File: config.mk
export PLATFORM = sky130hd
export DESIGN_NAME = mmc_dmem
export DESIGN_NICKNAME = d
export VERILOG_FILES = /design/src/hdl/mmc_pkg.sv /design/src/hdl/mmc_dmem.sv
export SDC_FILE = /design/constraint.sdc
export NUM_CORES = 2
export LEC_CHECK = 0
export ABC_AREA = 1
export BUFFER_PORTS_ARGS = -buffer_cell sky130_fd_sc_hd__buf_4
export CAP_MARGIN = 20
export CELL_PAD_IN_SITES_DETAIL_PLACEMENT = 2
export CELL_PAD_IN_SITES_GLOBAL_PLACEMENT = 2
export CORE_ASPECT_RATIO = 0.75
export CORE_MARGIN = 1.5
export CORE_UTILIZATION = 48
export DETAILED_ROUTE_END_ITERATION = 7
export PLACE_DENSITY_LB_ADDON = 0.1
export SLEW_MARGIN = 20
export SYNTH_ARGS = -nofsm -noshare
export SYNTH_HDL_FRONTEND = slang
export SYNTH_SLANG_ARGS = --single-unit
File: constraint.sdc
create_clock -name clock -period 6.5 [get_ports clock]
set_input_delay 0.65 -clock clock [delete_from_list [all_inputs] [get_ports clock]]
set_output_delay 0.65 -clock clock [all_outputs]
set_load 0.005 [all_outputs]
File: src/hdl/mmc_pkg.sv
// Shared types and constants of the mini MIPS instruction core.
`default_nettype none
package mmc_pkg;

   localparam int PC_BITS    = 12;
   localparam int DMEM_DEPTH = 256;
   localparam int DMEM_AW    = 8;
   localparam int REGFILE_DEPTH = 8;
   localparam int REG_AW     = 3;
   localparam int OUT_BITS   = 8;
   localparam int COUNT_BITS = 9;
   localparam int IMM_BITS   = 6;

   typedef enum logic [1:0] {
      REQ_LOAD      = 2'd0,
      REQ_STEP      = 2'd1,
      REQ_READ_DATA = 2'd2,
      REQ_READ_REG  = 2'd3
   } req_code_type;

   localparam logic [3:0] OP_RTYPE = 4'd0;
   localparam logic [3:0] OP_J     = 4'd2;
   localparam logic [3:0] OP_J_ALT = 4'd3;
   localparam logic [3:0] OP_LW    = 4'd4;
   localparam logic [3:0] OP_SW    = 4'd5;
   localparam logic [3:0] OP_ADDI  = 4'd8;
   localparam logic [3:0] OP_BEQ   = 4'd10;

   localparam logic [2:0] FN_ADD = 3'd0;
   localparam logic [2:0] FN_SUB = 3'd1;
   localparam logic [2:0] FN_AND = 3'd2;
   localparam logic [2:0] FN_OR  = 3'd3;

   typedef struct packed {
      logic                 rd_en;
      logic                 wr_en;
      logic [DMEM_AW-1:0]   addr;
   } dmem_ctl_type;

endpackage
`default_nettype wire

File: src/hdl/mmc_dmem.sv
// Data memory with per-word valid bits so that unwritten words read as zero.
`default_nettype none
module mmc_dmem #(
   parameter int WB = 8
) (
   input  wire logic                 clock,
   input  wire logic                 reset,
   input  wire mmc_pkg::dmem_ctl_type ctl,
   input  wire logic [WB-1:0]        wr_data,
   output logic [WB-1:0]             rd_data
);

   logic [WB-1:0]                   mem [mmc_pkg::DMEM_DEPTH];
   logic [mmc_pkg::DMEM_DEPTH-1:0]  valid_ff;
   logic [WB-1:0]                   rd_data_ff;
   logic                            rd_valid_ff;

   always_ff @(posedge clock) begin
      if (ctl.wr_en) begin
         mem[ctl.addr] <= wr_data;
      end
      if (ctl.rd_en) begin
         rd_data_ff <= mem[ctl.addr];
      end
   end

   always_ff @(posedge clock) begin
      if (reset) begin
         valid_ff    <= '0;
         rd_valid_ff <= 1'b0;
      end else begin
         if (ctl.wr_en) begin
            valid_ff[ctl.addr] <= 1'b1;
         end
         if (ctl.rd_en) begin
            rd_valid_ff <= valid_ff[ctl.addr];
         end
      end
   end

   assign rd_data = rd_valid_ff ? rd_data_ff : '0;

endmodule
`default_nettype wire

# Word-level counts from Yosys, hierarchy flattened
# Memories as Yosys holds them, arrays and structs flattened. A register that Yosys moved wholly into a read port is not among the register bits.
# Index checks and enable logic that the tools add are counted.
[classes]
n_lt_le_gt_ge = 2
muxes = 7
reduce_logical = 1
bitwise = 1
[op_table]
columns = ["cell", "n"]
rows = [
  ["$or 256x256->256", 1],
  ["$lt 8x9->1 const B", 1],
  ["$bmux 1 s8", 1],
  ["$demux 1 s8", 1],
  ["$ge 8x1->1 const B", 1],
  ["$mux 8", 1],
  ["$mux 1", 4],
  ["$logic_and 1x1->1", 1],
]
[word_totals]
memories = 1
ff_bits = 257
ramBits = 2048
[memory_table]
columns = ["memory", "depth", "width", "rd", "rd_clocked_by_memory_dff", "write_ports", "line_no", "rtl"]
rows = [
  ["mem", 256, 8, 1, 1, 1, "mmc_dmem.sv:13", "logic [WB-1:0] mem [mmc_pkg::DMEM_DEPTH];"],
]

# Logic depth before layout (Yosys ltp)
[depth]
ltp_word = 5
mapped_depth = 18

# Worst setup path after synthesis
# OpenSTA, ideal clock, no wires.
[synth_path]
kind = "input to register"
startpoint = "input port ctl[0] (netlist bit)"
endpoint = "memory mem[121][0], enable pin"
path_buffers = 3
setup_time_ps = 374
path_slack_ps = 3997
required_time_ps = 6126
cell_stages = 11
arrival_ps = 2129
path_cell_list = "buf_6 -> inv_4 -> nor2_8 -> buf_2 -> inv_2 -> nor2_1 -> inv_1 -> nor2_1 -> inv_2 -> buf_2 -> nor2_1"
[synth_rtl]
columns = ["item", "line_no", "rtl"]
rows = [
  ["from (decl)", "mmc_dmem.sv:8", "input wire mmc_pkg::dmem_ctl_type ctl,"],
  ["to (decl)", "mmc_dmem.sv:13", ""],
]
# No word-level cell before the write port.

==> impl_metrics.csv <==
group,metric,value,unit
run_status,outcome,"finished, final reports clean",
route,routed_wl,343100,µm
clock_tree,ctsLongestPathBuffers,3,
logic_synthesis,synth_nets,7273,
min_path,holdCritStartpoint,"wr_data[1]",
pwr,leakagePower,34.63,nW
route,wl_per_cell,34.89,µm
timing,slew_violations,0,
final_layout,utilization,53.93,%
logic_synthesis,synth_seq_cells,2313,
setup_path,crit_path_end_kind,"register",
setup_path,r2r_start,"mem[136][5]",
setup_path,cp_data_arrival_time,5.39,ns
clock_tree,path_clk_slew,0.07,ns
setup_path,cp.required,7.22,ns
route,viasPerCell,6.320,
clock_tree,cts_hold_buffers,0,
final_layout,postLayoutCellArea,99020,µm²
setup_path,reg2regPathDepth,10,
floorplan,io_pins,28,
setup_path,startpoint_type,"primary input",
clock_tree,clock_latency,0.86,ns
logic_synthesis,yosysMostFrequentCell,"nand2_1",
setup_path,startpoint,"ctl[0]",
timing,setup_viol,0,
timing,grt_setup_unrepaired,"no",
route,antenna_left,0,
floorplan,core,183600,µm²
timing,finalHoldViolations,0,
global_routing,antenna_found_initial,14,
clock_tree,post_cts_buffers,0,
floorplan,core.rowCount,136,
pwr,worst_ir_drop_vdd,0.3141,mV
logic_synthesis,synth_area_leader_cell,"edfxtp_1",
logic_synthesis,seq_area_frac_synth,75.18,%
setup_path,rrSetupSlack,3.74,ns
logic_synthesis,ys_top_cells_by_count,"nand2_1, edfxtp_1, nor2_1",
logic_synthesis,ys_warn_count,0,
timing,worst_slew_pin_slew,1.252,ns
timing,finalSetupTns,0,ns
floorplan,die_w,500.1,µm
logic_synthesis,syn_area_per_cell,12.27,µm²
final_layout,fillCellCount,17110,
global_routing,grt_max_degree,190,
logic_synthesis,yosysTopAreaCellShare,69.39,%
global_routing,grt_pass1_wl,490500,µm
setup_path,critPathMaxFanout,159,
timing,fin_crit,4.666,ns
global_routing,first_global_vias,66960,
run,maxCapViolations,0,
setup_path,path_cells,"buf_6 -> inv_6 -> nor2_8 -> buf_4 -> buf_12 -> a22oi_1 -> nand2_1 -> nand2_1 -> nand2_1 -> nor2_1 -> nor2_1 -> nor2_1 -> nand2_1 -> nor2_1 -> nand3_1",
placement,hpwl,193100,µm
route,vias,62160,
setup_path,cpPeakStageDelay,0.65,ns
final_layout,layout-drive-gt1-share,7.218,%
timing,slew_headroom,16.53,%
logic_synthesis,syn_inst,7253,
route,drt_iter0_drc,7302,
min_path,min_to,"mem[47][1]",
min_path,hold_path_depth,1,
timing,finalCritPeriodShare,71.79,%
setup_path,r2r_end,"rd_data_ff[5]",
logic_synthesis,syn_area,88970,µm²
clock_tree,cts_sinks,2313,
placement,place_area,91630,µm²
floorplan,die_h,375.8,µm
final_layout,final_cells,9835,
clock_tree,cts_tree,"done",
setup_path,worstSetupPathType,"in -> reg",
logic_synthesis,synth_edf_count,2056,
placement,portBuffers,27,
placement,gp_congestion,0.8284,
min_path,worstHoldPathType,"in -> reg",
logic_synthesis,synthTopCellsByArea,"edfxtp_1, nand2_1, dfxtp_1",
clock_tree,cts_buffers,221,
clock_tree,h-tree-depth,4,
route,drc,0,
clock_tree,cts_root_buf,"clkbuf_16",
logic_synthesis,synth_top_flop_cell,"edfxtp_1",
logic_synthesis,synth_cell_types,25,
floorplan,initial_core_util,48.46,%
global_routing,grt_overflow,0,
pwr,power_density,315.1,nW/µm²
clock_tree,ctsResizeCount,0,
timing,max_freq,0.2143,GHz
route,dr.pass1.iters,6,
placement,placed_cells,9400,
timing,clock_skew,0.02573,ns
logic_synthesis,synthArstFlopShare,0,%
final_layout,fin_nets,7233,
setup_path,critPathSlowestCell,"buf_12",
floorplan,dieArea,188000,µm²
global_routing,track_usage,36.29,%
final_layout,area_growth,11.30,%
-- report_power, final --
part / switching, W / leakage [nW] / internal [W]
clock: 0.00594 / 3.57 / 0.00739
sequential: 0.0000168 / 20.6 / 0.0162
combinational: 0.00134 / 10.5 / 0.000316
total: 0.00730 / 34.6 / 0.0239
-- area by class of cell --
type	count	area, µm²	share of cell area [%]
Sequential cell	2313	66880	67.54
Multi-Input combinational cell	4460	20080	20.28
Clock buffer	346	6560	6.625
Tap cell	2415	3022	3.051
Timing Repair Buffer	132	1419	1.433
Clock inverter	76	693.2	0.7000
Inverter	85	344.1	0.3475
Antenna cell	8	20.02	0.02022
-- routing by layer --
layer  vias up  track usage, %  part of all wire, %
met5         -               0                0.017
met4         8           13.53                  3.6
met3       642           6.579                  8.2
met2      3117           59.32                   48
met1     32930           48.49                   40
li1      25470               -                    -
-- sequential cells by signal, summed over array words and instances (netlist names) --
register,cells
valid_ff,256
rd_valid_ff,1
mem,2048
rd_data_ff,8
-- stage by stage --
stage                     hold slack, ns  worst slack, ns  total power, W
after floorplan                   0.4402            3.997         0.01726
after global placement            0.4485            1.420         0.01803
after detailed placement          0.4591            1.217         0.01813
after CTS                         0.1648            2.108         0.03121
after global routing              0.1943            1.865         0.03180
final                             0.2210            1.834         0.03120
-- logic make-up (layout without fill, tap and decap cells) --
| family | count (synthesis) | in the layout | synth area share, % |
|---|---|---|---|
| DFF | 2313 | 2313 | 75.18 |
| buffers and inverters | 480 | 639 | 2.364 |
| other | 0 | 8 | 0 |
| and+or+nand+nor | 3719 | 3719 | 16.41 |
| AOI/OAI and AO/OA | 741 | 741 | 6.045 |
-- cells in the final DEF (no fill, tap or decap), drive strengths merged --
cell and n:
clkbuf 350, nor2 1015, a21oi 14, buf 128, inv 84, bufinv 12
o21a 5, clkinv 65, o21ai 60, nand3 31, dfxtp 257, diode 8
edfxtp 2056, nand2 2467, nand4 203, nor3 3, a22oi 662
-- worst max-delay path, delay by kind of cell --
kind / cells / cell delay [ns]
compound gates: 1 / 0.16
buf+inv: 4 / 2.03
simple gates: 10 / 2.21
-- worst max path at each step --
| stage | to | slack (ns) | cells past startpoint |
|---|---|---|---|
| after floorplan | mem[121][0] | 4.00 | 11 |
| after global placement | rd_data_ff[0] | 1.42 | 15 |
| after detailed placement | rd_data_ff[0] | 1.22 | 15 |
| after CTS | rd_data_ff[0] | 2.11 | 15 |
| after global routing | rd_data_ff[0] | 1.87 | 15 |
| final | rd_data_ff[0] | 1.83 | 15 |
Note: power is estimated with default switching activity, not from simulation.
